===== src/kmc_pkg.sv =====
package kmc_pkg;

  localparam int unsigned MaxBurst = 7;

  // event kinds
  localparam logic [2:0] FUNC_HOST    = 3'd0;
  localparam logic [2:0] FUNC_MAKE    = 3'd1;
  localparam logic [2:0] FUNC_BREAK   = 3'd2;
  localparam logic [2:0] FUNC_MOTION  = 3'd3;
  localparam logic [2:0] FUNC_PRESS   = 3'd4;
  localparam logic [2:0] FUNC_RELEASE = 3'd5;
  localparam logic [2:0] FUNC_STICK   = 3'd6;
  localparam logic [2:0] FUNC_POLL    = 3'd7;

  // mouse modes
  localparam logic [1:0] MM_OFF = 2'd0;
  localparam logic [1:0] MM_REL = 2'd1;
  localparam logic [1:0] MM_ABS = 2'd2;
  localparam logic [1:0] MM_KEY = 2'd3;

  // host command codes
  localparam logic [7:0] CMD_BTN_ACTION = 8'h07;
  localparam logic [7:0] CMD_REL_MOUSE  = 8'h08;
  localparam logic [7:0] CMD_ABS_MOUSE  = 8'h09;
  localparam logic [7:0] CMD_KEY_MOUSE  = 8'h0a;
  localparam logic [7:0] CMD_THRESH     = 8'h0b;
  localparam logic [7:0] CMD_SCALE      = 8'h0c;
  localparam logic [7:0] CMD_ABS_READ   = 8'h0d;
  localparam logic [7:0] CMD_ABS_LOAD   = 8'h0e;
  localparam logic [7:0] CMD_Y_BOTTOM   = 8'h0f;
  localparam logic [7:0] CMD_Y_TOP      = 8'h10;
  localparam logic [7:0] CMD_RESUME     = 8'h11;
  localparam logic [7:0] CMD_MOUSE_OFF  = 8'h12;
  localparam logic [7:0] CMD_PAUSE      = 8'h13;
  localparam logic [7:0] CMD_JOY_EVENT  = 8'h14;
  localparam logic [7:0] CMD_JOY_INT    = 8'h15;
  localparam logic [7:0] CMD_JOY_QUERY  = 8'h16;
  localparam logic [7:0] CMD_JOY_MON    = 8'h17;
  localparam logic [7:0] CMD_JOY_FIRE   = 8'h18;
  localparam logic [7:0] CMD_JOY_KEY    = 8'h19;
  localparam logic [7:0] CMD_JOY_OFF    = 8'h1a;
  localparam logic [7:0] CMD_SET_CLOCK  = 8'h1b;
  localparam logic [7:0] CMD_GET_CLOCK  = 8'h1c;
  localparam logic [7:0] CMD_MEM_LOAD   = 8'h20;
  localparam logic [7:0] CMD_MEM_READ   = 8'h21;
  localparam logic [7:0] CMD_EXEC       = 8'h22;
  localparam logic [7:0] CMD_RESET      = 8'h80;
  localparam logic [7:0] CMD_REQ_BTN    = 8'h87;
  localparam logic [7:0] CMD_REQ_MODE0  = 8'h88;
  localparam logic [7:0] CMD_REQ_MODE1  = 8'h89;
  localparam logic [7:0] CMD_REQ_MODE2  = 8'h8a;
  localparam logic [7:0] CMD_REQ_THRESH = 8'h8b;
  localparam logic [7:0] CMD_REQ_SCALE  = 8'h8c;
  localparam logic [7:0] CMD_REQ_YINV0  = 8'h8f;
  localparam logic [7:0] CMD_REQ_YINV1  = 8'h90;
  localparam logic [7:0] CMD_REQ_MOFF   = 8'h92;
  localparam logic [7:0] CMD_REQ_JOY0   = 8'h94;
  localparam logic [7:0] CMD_REQ_JOY1   = 8'h95;
  localparam logic [7:0] CMD_REQ_JOY2   = 8'h99;
  localparam logic [7:0] CMD_REQ_JOYOFF = 8'h9a;

  // reply headers
  localparam logic [7:0] HDR_ABS_POS  = 8'hf7;
  localparam logic [7:0] HDR_JOY      = 8'hfd;
  localparam logic [7:0] HDR_CLOCK    = 8'hfc;
  localparam logic [7:0] HDR_RESET_OK = 8'hf0;
  localparam logic [7:0] HDR_REL      = 8'hf8;
  localparam logic [7:0] HDR_STICK0   = 8'hff;
  localparam logic [7:0] HDR_STICK1   = 8'hfe;

  // one classified event handed from front to back
  typedef struct packed {
    logic [2:0]  func;
    logic [7:0]  data_byte;
    logic [15:0] pos_x;
    logic [15:0] pos_y;
    logic        stick_select;
  } kmc_event_t;

  // queue status toward the front
  typedef struct packed {
    logic full;
    logic empty;
  } kmc_qstat_t;

endpackage


===== src/kmc_if.sv =====
interface kmc_in_if;
  logic        valid;
  logic        ready;
  logic [2:0]  func;
  logic [7:0]  data_byte;
  logic [15:0] pos_x;
  logic [15:0] pos_y;
  logic        stick_select;
  modport source (output valid, func, data_byte, pos_x, pos_y, stick_select, input ready);
  modport sink (input valid, func, data_byte, pos_x, pos_y, stick_select, output ready);
endinterface

interface kmc_out_if;
  logic       valid;
  logic       ready;
  logic [7:0] out_byte;
  logic       last_byte;
  logic       output_paused;
  modport source (output valid, out_byte, last_byte, output_paused, input ready);
  modport sink (input valid, out_byte, last_byte, output_paused, output ready);
endinterface


===== src/keyboard_mouse_controller_unit.sv =====
// channel | dir | handshake    | word
// in_ch   | in  | valid/ready  | func, data_byte, pos_x, pos_y, stick_select
// out_ch  | out | valid/ready  | out_byte, last_byte, output_paused
// cfg     | in  | cfg_we       | video_mode (2 bits)
// An event is taken in S_IDLE, then S_SEND puts out the reply bytes one by one and
// returns to S_IDLE once the last byte is accepted; a mouse report first passes
// S_MOUSE for the bounding step. A reply holds up to 7 bytes.
// A two-entry queue lets the input side accept while a burst drains.
// rst is synchronous: clears the control and mode state, the queue pointers and count, and out_ch.valid.
// A stalled out_ch holds the current byte; a full queue drops in_ch.ready.
module keyboard_mouse_controller_unit
  import kmc_pkg::*;
#(
  parameter int unsigned CMD_BUFFER_DEPTH = 10
) (
  input  logic       clk,
  input  logic       rst,
  kmc_in_if.sink     in_ch,
  kmc_out_if.source  out_ch,
  input  logic       cfg_we,
  input  logic [1:0] cfg_wdata
);

  logic [1:0]  video_mode;
  logic        push, pop;
  kmc_event_t  push_word, head;
  kmc_qstat_t  qstat;

  // hold the configuration register
  always_ff @(posedge clk) begin
    if (rst) begin
      video_mode <= 2'd0;
    end else if (cfg_we) begin
      video_mode <= cfg_wdata;
    end
  end

  kmc_front u_front (
    .clk, .rst, .in_ch, .qstat, .push, .push_word
  );

  kmc_queue u_queue (
    .clk, .rst, .push, .push_word, .pop, .head, .stat(qstat)
  );

  kmc_back #(.CmdDepth(CMD_BUFFER_DEPTH)) u_back (
    .clk, .rst, .video_mode, .head, .head_valid(!qstat.empty), .pop, .out_ch
  );

endmodule


===== src/kmc_queue.sv =====
module kmc_queue
  import kmc_pkg::*;
(
  input  logic       clk,
  input  logic       rst,
  input  logic       push,
  input  kmc_event_t push_word,
  input  logic       pop,
  output kmc_event_t head,
  output kmc_qstat_t stat
);

  localparam int unsigned Depth = 2;

  kmc_event_t  slots [Depth];
  logic        wptr;
  logic        rptr;
  logic [1:0]  count;

  assign head       = slots[rptr];
  assign stat.full  = (count == 2'(Depth));
  assign stat.empty = (count == 2'd0);

  // store incoming word
  always_ff @(posedge clk) begin
    if (push) begin
      slots[wptr] <= push_word;
    end
  end

  // advance pointers and count
  always_ff @(posedge clk) begin
    if (rst) begin
      wptr  <= 1'b0;
      rptr  <= 1'b0;
      count <= 2'd0;
    end else begin
      if (push) wptr <= ~wptr;
      if (pop) rptr <= ~rptr;
      count <= count + 2'(push) - 2'(pop);
    end
  end

  a_no_overflow: assert property (@(posedge clk) disable iff (rst)
    push |-> (!stat.full || pop)) else $error("queue overflow");
  a_no_underflow: assert property (@(posedge clk) disable iff (rst)
    pop |-> !stat.empty) else $error("queue underflow");
  a_count_range: assert property (@(posedge clk) disable iff (rst)
    count <= 2'(Depth)) else $error("queue count out of range");

endmodule


===== src/kmc_front.sv =====
module kmc_front
  import kmc_pkg::*;
(
  input  logic       clk,
  input  logic       rst,
  kmc_in_if.sink     in_ch,
  input  kmc_qstat_t qstat,
  output logic       push,
  output kmc_event_t push_word
);

  // classify and drop the key events nothing cares about further: none here,
  // every word goes to the back; front only gates on queue room
  assign in_ch.ready          = !qstat.full;
  assign push                 = in_ch.valid && !qstat.full;
  assign push_word.func         = in_ch.func;
  assign push_word.data_byte    = in_ch.data_byte;
  assign push_word.pos_x        = in_ch.pos_x;
  assign push_word.pos_y        = in_ch.pos_y;
  assign push_word.stick_select = in_ch.stick_select;

  a_push_room: assert property (@(posedge clk) disable iff (rst)
    push |-> !qstat.full) else $error("push into full queue");

endmodule


===== src/kmc_back.sv =====
module kmc_back
  import kmc_pkg::*;
#(
  parameter int unsigned CmdDepth = 10
) (
  input  logic        clk,
  input  logic        rst,
  input  logic [1:0]  video_mode,
  input  kmc_event_t  head,
  input  logic        head_valid,
  output logic        pop,
  kmc_out_if.source   out_ch
);

  localparam int unsigned CntW = $clog2(CmdDepth + 1);
  localparam int unsigned IdxW = $clog2(CmdDepth);

  typedef enum logic [1:0] {S_IDLE, S_MOUSE, S_SEND} state_t;

  state_t      state;
  logic [7:0]  cmd_bytes [CmdDepth];
  logic [CntW-1:0] cmd_count;
  logic [1:0]  mouse_mode;
  logic [7:0]  button_bits, reported_buttons, action_code;
  logic [15:0] abs_lim0, abs_lim1;
  logic [7:0]  kd0, kd1, th0, th1, sc0, sc1;
  logic [15:0] real_x, real_y, host_x, host_y;
  logic        y_inverted, motion_pending, paused;
  logic [7:0]  stick_mode, stick_rate, stick0, stick1;

  // reply burst buffer
  logic [7:0]  burst [MaxBurst];
  logic [2:0]  blen, bidx;

  // mouse stage registers
  logic signed [8:0] mdx, mdy;
  logic        mclx, mcly;

  // combinational command decode
  logic [CntW-1:0] wpos;
  logic [CntW-1:0] n;
  logic [7:0]  b0, hb;
  logic [7:0]  rep [MaxBurst];
  logic [2:0]  rlen;
  logic        clr;
  logic [1:0]  vm;

  assign vm = (video_mode == 2'd3) ? 2'd2 : video_mode;
  assign hb = head.data_byte;
  assign wpos = (cmd_count >= CntW'(CmdDepth)) ? '0 : cmd_count;
  assign n = wpos + CntW'(1);
  assign b0 = (wpos == '0) ? hb : cmd_bytes[0];

  function automatic logic [7:0] cb(input logic [CntW-1:0] i,
                                    input logic [CntW-1:0] w,
                                    input logic [7:0] nb,
                                    input logic [7:0] c);
    return (i == w) ? nb : c;
  endfunction

  // byte k of the buffer as seen after this write
  logic [7:0] c1, c2, c3, c4, c5;
  assign c1 = cb(CntW'(1), wpos, hb, cmd_bytes[1]);
  assign c2 = cb(CntW'(2), wpos, hb, cmd_bytes[2]);
  assign c3 = cb(CntW'(3), wpos, hb, cmd_bytes[3]);
  assign c4 = cb(CntW'(4), wpos, hb, cmd_bytes[4]);
  assign c5 = cb(CntW'(5), wpos, hb, cmd_bytes[5]);

  // decode reply of a host byte
  always_comb begin
    for (int i = 0; i < MaxBurst; i++) rep[i] = 8'h00;
    rlen = 3'd0;
    clr = 1'b0;
    case (b0)
      CMD_ABS_READ: begin
        clr = 1'b1; rlen = 3'd6;
        rep[0] = HDR_ABS_POS; rep[1] = button_bits;
        rep[2] = real_x[15:8]; rep[3] = real_x[7:0];
        rep[4] = real_y[15:8]; rep[5] = real_y[7:0];
      end
      CMD_JOY_QUERY: begin
        clr = 1'b1; rlen = 3'd3;
        rep[0] = HDR_JOY; rep[1] = stick0; rep[2] = stick1;
      end
      CMD_GET_CLOCK: begin
        clr = 1'b1; rlen = 3'd7; rep[0] = HDR_CLOCK;
      end
      CMD_RESET: begin
        if (n == CntW'(2)) begin
          clr = 1'b1; rlen = 3'd1; rep[0] = HDR_RESET_OK;
        end
      end
      CMD_REQ_BTN: begin
        clr = 1'b1; rlen = 3'd7; rep[0] = CMD_BTN_ACTION; rep[1] = action_code;
      end
      CMD_REQ_MODE0, CMD_REQ_MODE1, CMD_REQ_MODE2: begin
        clr = 1'b1;
        case (mouse_mode)
          MM_REL: begin rlen = 3'd7; rep[0] = CMD_REL_MOUSE; end
          MM_ABS: begin
            rlen = 3'd7; rep[0] = CMD_ABS_MOUSE;
            rep[1] = abs_lim0[15:8]; rep[2] = abs_lim0[7:0];
            rep[3] = abs_lim1[15:8]; rep[4] = abs_lim1[7:0];
          end
          MM_KEY: begin
            rlen = 3'd7; rep[0] = CMD_KEY_MOUSE; rep[1] = kd0; rep[2] = kd1;
          end
          default: rlen = 3'd0;
        endcase
      end
      CMD_REQ_THRESH: begin
        clr = 1'b1; rlen = 3'd7; rep[0] = CMD_THRESH; rep[1] = th0; rep[2] = th1;
      end
      CMD_REQ_SCALE: begin
        clr = 1'b1; rlen = 3'd7; rep[0] = CMD_SCALE; rep[1] = sc0; rep[2] = sc1;
      end
      CMD_REQ_YINV0, CMD_REQ_YINV1: begin
        clr = 1'b1; rlen = 3'd7;
        rep[0] = y_inverted ? CMD_Y_BOTTOM : CMD_Y_TOP;
      end
      CMD_REQ_MOFF: begin
        clr = 1'b1; rlen = 3'd7;
        rep[0] = (mouse_mode != MM_OFF) ? 8'h00 : CMD_MOUSE_OFF;
      end
      CMD_REQ_JOY0, CMD_REQ_JOY1, CMD_REQ_JOY2: begin
        clr = 1'b1;
        if (stick_mode == CMD_JOY_EVENT || stick_mode == CMD_JOY_INT ||
            stick_mode == CMD_JOY_KEY) begin
          rlen = 3'd7; rep[0] = stick_mode;
        end
      end
      CMD_REQ_JOYOFF: begin
        clr = 1'b1; rlen = 3'd7;
        rep[0] = (stick_mode == CMD_JOY_OFF) ? CMD_JOY_OFF : 8'h00;
      end
      CMD_BTN_ACTION, CMD_JOY_MON: clr = (n == CntW'(2));
      CMD_ABS_MOUSE: clr = (n == CntW'(5));
      CMD_KEY_MOUSE, CMD_THRESH, CMD_SCALE: clr = (n == CntW'(3));
      CMD_ABS_LOAD: clr = (n == CntW'(6));
      CMD_JOY_KEY, CMD_SET_CLOCK: clr = (n == CntW'(7));
      CMD_REL_MOUSE, CMD_Y_BOTTOM, CMD_Y_TOP, CMD_RESUME, CMD_MOUSE_OFF,
      CMD_PAUSE, CMD_JOY_EVENT, CMD_JOY_INT, CMD_JOY_FIRE, CMD_JOY_OFF,
      CMD_MEM_LOAD, CMD_MEM_READ, CMD_EXEC: clr = 1'b1;
      default: clr = 1'b0;
    endcase
  end

  // mouse stage: clamp deltas from registered positions
  logic signed [16:0] rdx, rdy;
  logic signed [8:0]  cdx, cdy;
  assign rdx = $signed({1'b0, real_x}) - $signed({1'b0, host_x});
  assign rdy = $signed({1'b0, real_y}) - $signed({1'b0, host_y});
  assign cdx = (rdx > 17'sd127) ? 9'sd127 : (rdx < -17'sd127) ? -9'sd127 : rdx[8:0];
  assign cdy = (rdy > 17'sd127) ? 9'sd127 : (rdy < -17'sd127) ? -9'sd127 : rdy[8:0];

  // second mouse step from registered deltas
  logic [8:0]  ax, ay;
  logic signed [17:0] hx, hy;
  logic [9:0]  xmax, ymax;
  logic        send_pkt;
  logic signed [8:0] fdx, fdy;
  logic [15:0] nhx, nhy;
  assign ax = mdx[8] ? 9'(-mdx) : 9'(mdx);
  assign ay = mdy[8] ? 9'(-mdy) : 9'(mdy);
  assign send_pkt = !(reported_buttons == button_bits && ax <= {1'b0, th0} &&
                      ay <= {1'b0, th1});
  assign hx = $signed({2'b0, host_x}) + 18'(mdx);
  assign hy = $signed({2'b0, host_y}) + 18'(mdy);
  assign xmax = (vm == 2'd0) ? 10'd319 : 10'd639;
  assign ymax = (vm >= 2'd2) ? 10'd399 : 10'd199;
  always_comb begin
    fdx = mdx; fdy = mdy;
    nhx = hx[15:0]; nhy = hy[15:0];
    if (hx <= 18'sd0) begin nhx = '0; fdx = -9'sd127; end
    if (hy <= 18'sd0) begin nhy = '0; fdy = -9'sd127; end
    if (hx >= $signed({8'b0, xmax})) begin nhx = 16'(xmax); fdx = 9'sd127; end
    if (hy >= $signed({8'b0, ymax})) begin nhy = 16'(ymax); fdy = 9'sd127; end
  end

  logic take;
  assign take = (state == S_IDLE) && head_valid;
  assign pop = take;

  logic last_sent;
  assign last_sent = out_ch.valid && out_ch.ready && out_ch.last_byte;

  // stage one step of an event, then drain the burst
  always_ff @(posedge clk) begin
    if (rst) begin
      state <= S_IDLE;
      cmd_count <= '0; mouse_mode <= MM_OFF;
      button_bits <= '0; reported_buttons <= '0; action_code <= '0;
      abs_lim0 <= '0; abs_lim1 <= '0; kd0 <= '0; kd1 <= '0;
      th0 <= '0; th1 <= '0; sc0 <= '0; sc1 <= '0;
      real_x <= '0; real_y <= '0; host_x <= '0; host_y <= '0;
      y_inverted <= 1'b0; motion_pending <= 1'b0; paused <= 1'b0;
      stick_mode <= '0; stick_rate <= '0; stick0 <= '0; stick1 <= '0;
      blen <= '0; bidx <= '0;
      out_ch.valid <= 1'b0;
    end else begin
      case (state)
        S_IDLE: begin
          if (take) begin
            bidx <= '0;
            case (head.func)
              FUNC_HOST: begin
                cmd_bytes[wpos[IdxW-1:0]] <= hb;
                cmd_count <= clr ? '0 : n;
                for (int i = 0; i < MaxBurst; i++) burst[i] <= rep[i];
                blen <= rlen;
                if (rlen != 3'd0) state <= S_SEND;
                case (b0)
                  CMD_BTN_ACTION: if (n == CntW'(2)) action_code <= c1;
                  CMD_REL_MOUSE: mouse_mode <= MM_REL;
                  CMD_ABS_MOUSE: if (n == CntW'(5)) begin
                    mouse_mode <= MM_ABS; abs_lim0 <= {c1, c2}; abs_lim1 <= {c3, c4};
                  end
                  CMD_KEY_MOUSE: if (n == CntW'(3)) begin
                    mouse_mode <= MM_KEY; kd0 <= c1; kd1 <= c2;
                  end
                  CMD_THRESH: if (n == CntW'(3)) begin th0 <= c1; th1 <= c2; end
                  CMD_SCALE: if (n == CntW'(3)) begin sc0 <= c1; sc1 <= c2; end
                  CMD_ABS_LOAD: if (n == CntW'(6)) begin
                    real_x <= {c2, c3}; real_y <= {c4, c5};
                  end
                  CMD_Y_BOTTOM: y_inverted <= 1'b1;
                  CMD_Y_TOP: y_inverted <= 1'b0;
                  CMD_RESUME: paused <= 1'b0;
                  CMD_MOUSE_OFF: mouse_mode <= MM_OFF;
                  CMD_PAUSE: paused <= 1'b1;
                  CMD_JOY_EVENT, CMD_JOY_INT, CMD_JOY_FIRE, CMD_JOY_OFF: stick_mode <= b0;
                  CMD_JOY_MON: if (n == CntW'(2)) begin
                    stick_rate <= c1; stick_mode <= CMD_JOY_MON;
                  end
                  CMD_JOY_KEY: if (n == CntW'(7)) stick_mode <= CMD_JOY_KEY;
                  CMD_RESET: if (n == CntW'(2)) begin
                    button_bits <= '0; reported_buttons <= '0;
                    host_x <= (vm == 2'd0) ? 16'd160 : 16'd320;
                    host_y <= (vm >= 2'd2) ? 16'd200 : 16'd100;
                  end
                  CMD_REQ_MODE0, CMD_REQ_MODE1, CMD_REQ_MODE2: mouse_mode <= MM_REL;
                  default: ;
                endcase
              end
              FUNC_MAKE: begin
                burst[0] <= hb; blen <= 3'd1; state <= S_SEND;
              end
              FUNC_BREAK: begin
                burst[0] <= 8'h80 | hb; blen <= 3'd1; state <= S_SEND;
              end
              FUNC_MOTION: begin
                real_x <= (vm == 2'd0) ? {1'b0, head.pos_x[15:1]} : head.pos_x;
                real_y <= (vm <= 2'd1) ? {1'b0, head.pos_y[15:1]} : head.pos_y;
                motion_pending <= 1'b1;
              end
              FUNC_PRESS, FUNC_RELEASE: begin
                button_bits <= (head.func == FUNC_PRESS) ? (button_bits | hb)
                                                         : (button_bits & ~hb);
                motion_pending <= 1'b0;
                if (mouse_mode == MM_REL) state <= S_MOUSE;
              end
              FUNC_STICK: begin
                if ((head.stick_select ? stick1 : stick0) != hb) begin
                  if (head.stick_select) stick1 <= hb; else stick0 <= hb;
                  burst[0] <= head.stick_select ? HDR_STICK1 : HDR_STICK0;
                  burst[1] <= hb; blen <= 3'd2; state <= S_SEND;
                end
              end
              default: begin
                if (motion_pending) begin
                  motion_pending <= 1'b0;
                  if (mouse_mode == MM_REL) state <= S_MOUSE;
                end
              end
            endcase
            if (head.func == FUNC_PRESS || head.func == FUNC_RELEASE ||
                (head.func == FUNC_POLL && motion_pending)) begin
              mdx <= cdx; mdy <= cdy;
              mclx <= (rdx > 17'sd127) || (rdx < -17'sd127);
              mcly <= (rdy > 17'sd127) || (rdy < -17'sd127);
            end
          end
        end
        S_MOUSE: begin
          if (mclx || mcly) motion_pending <= 1'b1;
          if (send_pkt) begin
            reported_buttons <= button_bits;
            host_x <= nhx; host_y <= nhy;
            burst[0] <= HDR_REL | button_bits;
            burst[1] <= fdx[7:0]; burst[2] <= fdy[7:0];
            blen <= 3'd3; bidx <= '0;
            state <= S_SEND;
          end else begin
            state <= S_IDLE;
          end
        end
        S_SEND: begin
          if (!out_ch.valid || out_ch.ready) begin
            if (last_sent) begin
              out_ch.valid <= 1'b0;
              state <= S_IDLE;
            end else begin
              out_ch.valid <= 1'b1;
              out_ch.out_byte <= burst[bidx];
              out_ch.last_byte <= (bidx == blen - 3'd1);
              out_ch.output_paused <= paused;
              bidx <= bidx + 3'd1;
            end
          end
        end
        default: state <= S_IDLE;
      endcase
    end
  end

  a_send_has_len: assert property (@(posedge clk) disable iff (rst)
    (state == S_SEND) |-> (blen != 3'd0)) else $error("empty burst");
  a_idle_quiet: assert property (@(posedge clk) disable iff (rst)
    (state == S_IDLE) |-> !out_ch.valid) else $error("output valid while idle");
  a_pop_idle: assert property (@(posedge clk) disable iff (rst)
    pop |-> (state == S_IDLE)) else $error("pop outside idle");
  a_cnt_range: assert property (@(posedge clk) disable iff (rst)
    cmd_count <= CntW'(CmdDepth)) else $error("command count overrun");

endmodule


===== src/flat_wrapper.sv =====
// flat-port wrapper written by rule: the top's interface ports become plain ports
module keyboard_mouse_controller_unit_flat import kmc_pkg::*;
#(
  parameter int unsigned CMD_BUFFER_DEPTH = 10
)
  (clk, rst, cfg_we, cfg_wdata, in_ch_valid, in_ch_func, in_ch_data_byte, in_ch_pos_x, in_ch_pos_y, in_ch_stick_select, in_ch_ready, out_ch_valid, out_ch_out_byte, out_ch_last_byte, out_ch_output_paused, out_ch_ready);
  kmc_in_if in_ch_i ();
  kmc_out_if out_ch_i ();
  input  logic clk;
  input  logic rst;
  input  logic cfg_we;
  input  logic [1:0] cfg_wdata;
  input wire logic [$bits(in_ch_i.valid)-1:0] in_ch_valid;
  input wire logic [$bits(in_ch_i.func)-1:0] in_ch_func;
  input wire logic [$bits(in_ch_i.data_byte)-1:0] in_ch_data_byte;
  input wire logic [$bits(in_ch_i.pos_x)-1:0] in_ch_pos_x;
  input wire logic [$bits(in_ch_i.pos_y)-1:0] in_ch_pos_y;
  input wire logic [$bits(in_ch_i.stick_select)-1:0] in_ch_stick_select;
  output wire logic [$bits(in_ch_i.ready)-1:0] in_ch_ready;
  output wire logic [$bits(out_ch_i.valid)-1:0] out_ch_valid;
  output wire logic [$bits(out_ch_i.out_byte)-1:0] out_ch_out_byte;
  output wire logic [$bits(out_ch_i.last_byte)-1:0] out_ch_last_byte;
  output wire logic [$bits(out_ch_i.output_paused)-1:0] out_ch_output_paused;
  input wire logic [$bits(out_ch_i.ready)-1:0] out_ch_ready;
  assign in_ch_i.valid = in_ch_valid;
  assign in_ch_i.func = in_ch_func;
  assign in_ch_i.data_byte = in_ch_data_byte;
  assign in_ch_i.pos_x = in_ch_pos_x;
  assign in_ch_i.pos_y = in_ch_pos_y;
  assign in_ch_i.stick_select = in_ch_stick_select;
  assign in_ch_ready = in_ch_i.ready;
  assign out_ch_valid = out_ch_i.valid;
  assign out_ch_out_byte = out_ch_i.out_byte;
  assign out_ch_last_byte = out_ch_i.last_byte;
  assign out_ch_output_paused = out_ch_i.output_paused;
  assign out_ch_i.ready = out_ch_ready;
  keyboard_mouse_controller_unit #(.CMD_BUFFER_DEPTH(CMD_BUFFER_DEPTH)) u_core (.clk(clk), .rst(rst), .in_ch(in_ch_i), .out_ch(out_ch_i), .cfg_we(cfg_we), .cfg_wdata(cfg_wdata));
endmodule

===== config.mk =====
export PLATFORM = sky130hd
export DESIGN_NAME = keyboard_mouse_controller_unit_flat
export DESIGN_NICKNAME = d
export VERILOG_FILES = /design/src/kmc_pkg.sv /design/src/kmc_if.sv /design/src/keyboard_mouse_controller_unit.sv /design/src/kmc_queue.sv /design/src/kmc_front.sv /design/src/kmc_back.sv /design/src/flat_wrapper.sv
export SDC_FILE = /design/constraint.sdc
export NUM_CORES = 1
export LEC_CHECK = 0
export BUFFER_PORTS_ARGS = -buffer_cell sky130_fd_sc_hd__buf_2
export CAP_MARGIN = 40
export CORE_ASPECT_RATIO = 0.9
export CORE_MARGIN = 2
export CORE_UTILIZATION = 35
export CTS_CLUSTER_SIZE = 30
export DETAILED_ROUTE_END_ITERATION = 8
export HOLD_SLACK_MARGIN = 0.15
export PLACE_DENSITY_LB_ADDON = 0.1
export SYNTH_ARGS = -nofsm -noshare
export SYNTH_HDL_FRONTEND = slang
export SYNTH_SLANG_ARGS = --single-unit

===== constraint.sdc =====
create_clock -name clk -period 5.05 [get_ports clk]
set_input_delay 0.7575 -clock clk [delete_from_list [all_inputs] [get_ports clk]]
set_output_delay 0.7575 -clock clk [all_outputs]
set_load 0.03 [all_outputs]

# [Word level (Yosys, flattened, before mapping)]
# Memory sizes are Yosys's and may differ from the RTL's. A register that Yosys moved wholly into a read port is not among the register bits.
# Index checks and enable logic that the tools add are counted.
[word_totals] register_bits=238 mem_bits_rw=224 input_bits=51 out_inout_bits=12 elab_cells=388 n_memories=3
[mem_list] name="u_core.u_queue.slots" words=2 width=44 read_ports=1 rd_ports_with_merged_regs=1 wr=1 line="kmc_queue.sv:15" rtl="kmc_event_t slots [Depth];"
[mem_list] name="u_core.u_back.cmd_bytes" words=10 width=8 read_ports=6 rd_ports_with_merged_regs=0 wr=1 line="kmc_back.sv:21" rtl="logic [7:0] cmd_bytes [CmdDepth];"
[mem_list] name="u_core.u_back.burst" words=7 width=8 read_ports=1 rd_ports_with_merged_regs=1 wr=7 line="kmc_back.sv:32" rtl="logic [7:0] burst [MaxBurst];"
[classes] n_addsub=11 order_cmp=13 n_eq_ne=93 mux=143 n_bitwise=15 reduce_logical=71
[op_table] operator="16-bit 2-to-1 mux" count=21
[op_table] operator="8-bit 2-to-1 mux" count=30
[op_table] operator="16-bit one-hot mux with 2 select lines" count=6
[op_table] operator="8-bit by 5-bit == test with 1-bit output (second input constant)" count=17
[op_table] operator="8-bit == test (second input constant)" count=14
[op_table] operator="8-bit one-hot mux with 12 select lines" count=1
[op_table] operator="8-bit by 4-bit == test with 1-bit output (second input constant)" count=8
[op_table] operator="5-bit AND reduction" count=11
[op_table] operator="9-bit 2-to-1 mux" count=6
[op_table] operator="8-bit one-hot mux with 6 select lines" count=1
[op_table] operator="8-bit one-hot mux with 5 select lines" count=1
[op_table] operator="17-bit by 9-bit adder with 18-bit output" count=2
[op_table] operator="18-bit by 1-bit <= comparator with 1-bit output (second input constant)" count=2
[op_table] operator="1-bit 2-to-1 mux" count=35
[op_table] operator="17-bit by 8-bit greater-than comparator with 1-bit output (second input constant)" count=2
[op_table] operator="17-bit by 8-bit < comparator with 1-bit output (second input constant)" count=2
[op_table] operator="16-bit by 16-bit subtractor with 17-bit output" count=2
[op_table] operator="8-bit one-hot mux with 2 select lines" count=2
[op_table] operator="2-bit != test (second input constant)" count=15
[op_table] operator="29-bit OR reduction" count=1
[op_table] operator="3-bit 2-to-1 mux" count=9
[op_table] operator="8-bit by 6-bit == test with 1-bit output (second input constant)" count=3
[op_table] operator="8-bit one-hot mux with 3 select lines" count=1
[op_table] operator="2-bit 2-to-1 mux" count=11
[op_table] operator="other kinds (65)" count=143

# [Longest topological paths before layout]
# Gate-level depths: netlist of run 1.
[depth] ltp_word=12 mapped_depth=18 mapped_depth_nobuf=17

# [Modules after synthesis]
# From an unflattened synthesis of run 1, not the netlist that was laid out.
[hier_totals] cells_unflattened=2564 hier_area_um2=24493.5
[modules_own_cells] mod="kmc_back" instances=1 cells_per_inst=2353 area_per_inst_um2=20485.9
[modules_own_cells] mod="kmc_queue" instances=1 cells_per_inst=158 area_per_inst_um2=3595.9
[modules_own_cells] mod="kmc_front" instances=1 cells_per_inst=46 area_per_inst_um2=340.3
[modules_own_cells] mod="keyboard_mouse_controller_unit" instances=1 cells_per_inst=7 area_per_inst_um2=71.3

# [Least setup slack after synthesis of run 1]
# OpenSTA, ideal clock, no wires.
[synth_path] path_type="register -> register" startpoint="register u_core.u_back.mdx[0]" endpoint="memory u_core.u_back.burst[1][1], data pin" setup_ns=0.264 arrival_time_ns=3.642 required_ns=4.786 path_slack_ns=1.144 stages_incl_launch_ff=18 path_buffers=0 path_cell_list="edfxtp_1 ha_1 inv_1 fa_1 nand2b_1 a211oi_1 nor2_1 o21ai_0 xor2_1 ha_1 nand3_1 nor4_1 and3_1 and3_1 nor4_1 a41oi_1 o31ai_1 o21ai_1"
[synth_lines] element="start, declared" line="kmc_back.sv:36" rtl="logic signed [8:0] mdx, mdy;"
[synth_lines] element="start signal, assigned" line="kmc_back.sv:278" rtl="mdx <= cdx; mdy <= cdy;"
[synth_lines] element="end, declared" line="kmc_back.sv:32"

==> impl_metrics.ini, run 1 <==
[run_status]
status = finished clean

[final_layout]
final_cell_mix = nor2_1, nand2_1, dfxtp_1, edfxtp_1, a21oi_1
drive_above_1_share = 0.116
diodes = 0
areaGrowthSynthToFinish_pct = 12.7
fin_nets = 2796
fillers = 6801
final_common_cell = nor2_1

[power]
ir_drop_mv = 0.266
p_per_area_mw_per_mm2 = 461
p_leak_nw = 10.5
power_w = 0.0127

[timing]
max_freq_mhz = 225
hold_viol = 0
finalClockSkew_ns = 0.0650
maxSlewViolCount = 0
tns_ns = 0
setup_viol = 0
period_share = 0.880
rsz0062_at_grt = no
min_period_ns = 4.44
worst_pin_slew_ns = 0.893
relSlewSlack = 0.398

[global_routing]
grt_pass1_wl_mm = 125
antenna_found_initial = 2
grt-ovfl-total = 0
grt_max_degree = 65
track_usage = 0.232
grt_pass1_vias = 19600

[logic_synthesis]
seq_area_frac_synth = 0.440
synth.avg_cell_area_um2 = 9.48
synth_edf_count = 214
synth_cell_types = 98
syn_inst = 2580
yosys_warnings = 0
synth-seq-cells = 431
syn_nets = 2734
ys_async_sr_fraction = 0
syn_area_mm2 = 0.0245
synth-main-ff-cell = dfxtp_1

[worst_setup_path]
criticalPathCategory = register to register
cp-start-kind = register
crit_arrival_ns = 4.80
cp_data_required_time_ns = 5.40
end_kind = register
path_max_fanout = 8

[clock_network]
cts_root_buf = clkbuf_16
htree_levels = 2
cts_buffer_depth = 3
clk_latency_ns = 0.63
cts_inserted_buffers = 49
path_clk_slew_ns = 0.06
clkSinkCount = 431
cts_tree = built
postCtsSetupRepairBufs = 0

[floorplanning]
rows = 91
ioPinCount = 63
fp.dieW_um = 283
die_h_um = 255
start_util = 0.355
core_mm2 = 0.0689
die_area_mm2 = 0.0720

[route]
final_antenna_net_count = 0
dr.pass1.iters = 7
routed_wl_mm = 83.6
wl_per_cell_um = 23.1
drc = 0
drt-initial-drc-count = 1934
viasPerCell = 5.59
vias = 20200

[place]
port_buffers = 62
routabilityCongestion = 0.904
dpl.hpwl_mm = 61.7

[worst_hold_path]
hold_path.class = primary input to register

[run]
maxCapViolCount = 0
==> cell families after synthesis <==
kind of cell,share of synthesized area
and+or+nand+nor,0.170
AOI/OAI and AO/OA,0.177
DFF,0.440
buffers and inverters,0.0417
muxes,0.0893
adders and majority gates,0.0539
xor gates and xnor gates,0.0279
==> stage by stage <==
stage / util / area [um^2] / hold WS, ns / cells / worst slack, ns
after floorplan: - / 24500 / 0.409 / 2580 / 1.14
after global placement: 0.376 / 25900 / 0.423 / 3513 / 0.488
after detailed placement: 0.377 / 26000 / 0.424 / 3520 / 0.409
after CTS: 0.400 / 27600 / 0.273 / 3611 / 0.351
after global routing: 0.400 / 27600 / 0.296 / 3612 / 0.135
final: 0.400 / 27600 / 0.309 / 3612 / 0.607
==> flip-flops by register name (all words and copies together) (netlist names), 9 cells and up, named ones only <==
signal                   cells
u_core.u_back.cmd_bytes     48
u_core.u_back.mdy            9
u_core.u_back.host_y        16
u_core.u_back.real_y        16
u_core.u_back.real_x        16
u_core.u_back.mdx            9
u_core.u_back.abs_lim0      16
u_core.u_back.burst         48
u_core.u_queue.slots        88
u_core.u_back.abs_lim1      16
u_core.u_back.host_x        16
==> cells in the mapped netlist (all sizes together) (22+ instances only) <==
library cell	number	area share
xor2	25	0.0089
nand2b	30	0.0077
mux4	23	0.021
buf	50	0.012
nand3	36	0.0076
nand4	26	0.0069
nor3	64	0.013
dfxtp	217	0.18
edfxtp	214	0.26
ha	99	0.051
a22o	35	0.013
a31oi	32	0.0082
mux2i	139	0.060
clkbuf	80	0.012
xnor2	53	0.019
inv	111	0.017
nor2	346	0.053
and2	22	0.0056
a21oi	186	0.039
a211oi	41	0.013
nand2	229	0.035
nor2b	28	0.0072
o21ai	131	0.027
and3	30	0.0077
==> worst paths after layout <==
path                                                        to  slack, ns  depth (start not counted)                               start
hold reg to reg   u_core.u_back.out_ch.output_paused$_DFFE_PP_       0.44                          0   u_core.u_back.paused$_SDFFE_PP0P_
hold / removal           u_core.u_queue.slots[0][27]$_DFFE_PP_       0.31                          1                     in_ch_pos_x[10]
setup / recovery           u_core.u_back.burst[1][3]$_DFFE_PP_       0.61                         17  u_core.u_back.mdx[0]$_SDFFCE_PP1P_
setup reg to reg           u_core.u_back.burst[1][3]$_DFFE_PP_       0.61                         17  u_core.u_back.mdx[0]$_SDFFCE_PP1P_
==> worst max-delay path, stage by stage (launching register included) <==
cell and delay (ns):
edfxtp_1 0.42, ha_1 0.21, inv_1 0.07, fa_1 0.45
nand2b_1 0.19, a211oi_1 0.38, nor2_1 0.14, o21ai_0 0.20
xor2_1 0.28, ha_1 0.29, nand3_1 0.07, nor4_1 0.05
and3_1 0.15, and3_1 0.19, nor4_2 0.31, a41oi_2 0.35
o31ai_1 0.31, o21ai_1 0.11
==> timing repair <==
item                                    in CTS  in global routing
resized for setup                            0                  3
hold buffers                                 0                  0
endpoints found under the setup margin       0                  8
==> area by class of cell <==
type,count,area [um^2],area share
multi-input combinational,1905,12700,0.462
clock buffer,78,1440,0.0520
sequential,431,10800,0.391
clock inverter,13,126,0.00458
inverter,114,429,0.0156
timing repair buffer,141,913,0.0331
tap,930,1160,0.0422
==> where the power goes <==
| group | internal (W) | leakage [nW] | switching, W |
|---|---|---|---|
| clock | 0.00196 | 0.750 | 0.00153 |
| combinational | 0.00181 | 6.00 | 0.00295 |
| sequential | 0.00414 | 3.77 | 0.000339 |
==> metal layers <==
metal	track usage	routed length, um	up-vias
li1	-	-	9612
met1	0.344	40000	9829
met2	0.355	36300	637
met3	0.0335	5340	105
met4	0.0584	1910	0
met5	0	0	-
Note: power is estimated with default switching activity, not from simulation.
==> inputs of run 2 (changes only) <==
--- a/config.mk
+++ b/config.mk
@@ -8,7 +8,6 @@
 export BUFFER_PORTS_ARGS = -buffer_cell sky130_fd_sc_hd__buf_2
 export CAP_MARGIN = 40
 export CORE_ASPECT_RATIO = 0.9
-export CORE_MARGIN = 2
 export CORE_UTILIZATION = 35
 export CTS_CLUSTER_SIZE = 30
 export DETAILED_ROUTE_END_ITERATION = 8
==> constraint.sdc (replaced) <==
create_clock -name clk -period 4.4 [get_ports clk]
set_input_delay 0.66 -clock clk [delete_from_list [all_inputs] [get_ports clk]]
set_output_delay 0.66 -clock clk [all_outputs]
set_load 0.03 [all_outputs]
==> impl_metrics.ini, run 2 (synthesized netlist as in run 1, its figures left out) <==
[run_status]
status = finished clean

[worst_setup_path]
path_delay_family = simple AND/OR/NAND/NOR gates
crit_chain = ha_1 > inv_1 > fa_1 > nand2b_1 > a211oi_2 > nor2_1 > o21ai_1 > xor2_1 > ha_1 > nand3_1 > nor4_1 > and3_1 > and3_1 > nor3_1 > and4_1 > mux2_2 > a22o_1
crit_cells = 17
end_kind = register
cp_data_required_time_ns = 4.88
crit_slowest_cell = fa_1
path_max_fanout = 8
r2r_end = u_core.u_back.host_x[9]$_SDFFE_PP0P_
path_buf_inv = 1
criticalPathCategory = register to register
slowest_delay_ns = 0.45
ff2ff_setup_slack_ns = 0.28
crit_arrival_ns = 4.60
cp-start-kind = register
ff2ff_path_depth = 17
r2r-start = u_core.u_back.mdx[0]$_SDFFCE_PP1P_

[timing]
worst_pin_slew_ns = 0.995
hold_viol = 0
whs_ns = 0.210
finalClockSkew_ns = 0.0544
maxSlewViolCount = 0
setup_viol = 0
min_period_ns = 4.12
tns_ns = 0
setup_slack_ns = 0.280
rsz0062_at_grt = no
period_share = 0.936
max_freq_mhz = 243
relSlewSlack = 0.330

[global_routing]
grt_max_degree = 73
antenna_found_initial = 4
grt_pass1_vias = 19600
track_usage = 0.233
grt-ovfl-total = 0
grt_pass1_wl_mm = 124

[route]
dr.pass1.iters = 6
drc = 0
routed_wl_mm = 82.4
drt-initial-drc-count = 1644
wl_per_cell_um = 22.8
vias = 20100
viasPerCell = 5.55
final_antenna_net_count = 0

[worst_hold_path]
hold_depth = 1
min_from = in_ch_pos_x[6]
min_to = u_core.u_queue.slots[0][23]$_DFFE_PP_
hold_path.class = primary input to register

[power]
p_per_area_mw_per_mm2 = 532
power_switching_w = 0.00560
ir_drop_mv = 0.380
p_leak_nw = 10.6
seqPwrFrac = 0.348
clkPwrFrac = 0.282
swShare = 0.379
p_comb_frac = 0.370
intPower_w = 0.00916

[clock_network]
cts_inserted_buffers = 49
htree_levels = 2
cts_tree = built
cts_root_buf = clkbuf_16
clk_latency_ns = 0.64
cts_buffer_depth = 3
holdBufCountCts = 0
clkSinkCount = 431
path_clk_slew_ns = 0.06

[place]
placed_area_mm2 = 0.0261
routabilityCongestion = 0.929
dp_worst_setup_slack_ns = 0.0711
dpl.hpwl_mm = 61.2
port_buffers = 62

[floorplanning]
start_util = 0.355
core_mm2 = 0.0689
die_h_um = 253
ioPinCount = 63
fp.dieW_um = 281
die_area_mm2 = 0.0710
rows = 91

[final_layout]
largest_register_ffs = 88
multi_input_area_mm2 = 0.0127
fin_nets = 2803
areaGrowthSynthToFinish_pct = 13.3
final_cell_mix = nor2_1, nand2_1, dfxtp_1, edfxtp_1, a21oi_1
fillers = 6832
utilization = 0.403
drive_above_1_share = 0.124
final_common_cell = nor2_1
top_register = u_core.u_queue.slots
final_cell_area_mm2 = 0.0277
seqCellArea_mm2 = 0.0108

[run]
maxCapViolCount = 0
## run 2: per-stage QoR
step	std cells	total power, W
global route	3619	0.0156
CTS	3616	0.0148
global placement	3521	0.0106
detailed placement	3525	0.0106
finish	3620	0.0148
floorplan	2580	0.00890
## run 2: how the worst max path moves through the flow
stage | slack [ns] | end | start
2_1_floorplan | 0.49 | u_core.u_back.burst[1][1]$_DFFE_PP_ | u_core.u_back.mdx[0]$_SDFFCE_PP1P_
3_3_place_gp | 0.20 | u_core.u_back.burst[1][4]$_DFFE_PP_ | u_core.u_back.mdx[0]$_SDFFCE_PP1P_
3_5_place_dp | 0.07 | u_core.u_back.burst[1][4]$_DFFE_PP_ | u_core.u_back.mdx[0]$_SDFFCE_PP1P_
4_1_cts | 0.03 | u_core.u_back.burst[1][4]$_DFFE_PP_ | u_core.u_back.mdx[0]$_SDFFCE_PP1P_
5_1_grt | 0.01 | u_core.u_back.burst[1][3]$_DFFE_PP_ | u_core.u_back.mdx[0]$_SDFFCE_PP1P_
6_report | 0.28 | u_core.u_back.host_x[9]$_SDFFE_PP0P_ | u_core.u_back.mdx[0]$_SDFFCE_PP1P_
## run 2: power by group through the flow
stage / logic (W) / registers, W / clock network [W]
after floorplan: 0.00388 / 0.00502 / 0
after global placement: 0.00537 / 0.00521 / 0
after detailed placement: 0.00540 / 0.00521 / 0
after CTS: 0.00544 / 0.00513 / 0.00425
after global routing: 0.00602 / 0.00517 / 0.00440
final: 0.00546 / 0.00514 / 0.00416
## run 2: routing by layer
metal / track usage / part of all wire / vias to the layer above
li1: - / - / 9627
met1: 0.329 / 0.47 / 9791
met2: 0.360 / 0.44 / 567
met3: 0.0460 / 0.067 / 116
met4: 0.0634 / 0.023 / 2
met5: 0 / 0.00016 / -
## run 2: area by class of cell
cell class	instances	share of cell area
Antenna cell	1	0.0000902
Inverter	114	0.0155
Sequential cell	431	0.389
Clock buffer	63	0.0479
Tap cell	930	0.0420
Clock inverter	28	0.0106
Timing Repair Buffer	148	0.0356
Multi-Input combinational cell	1905	0.460
## run 2: repair_timing
action                                  in CTS  in global routing
endpoints found under the setup margin       0                 34
gates resized for setup                      0                  7
buffers inserted                             0                  0
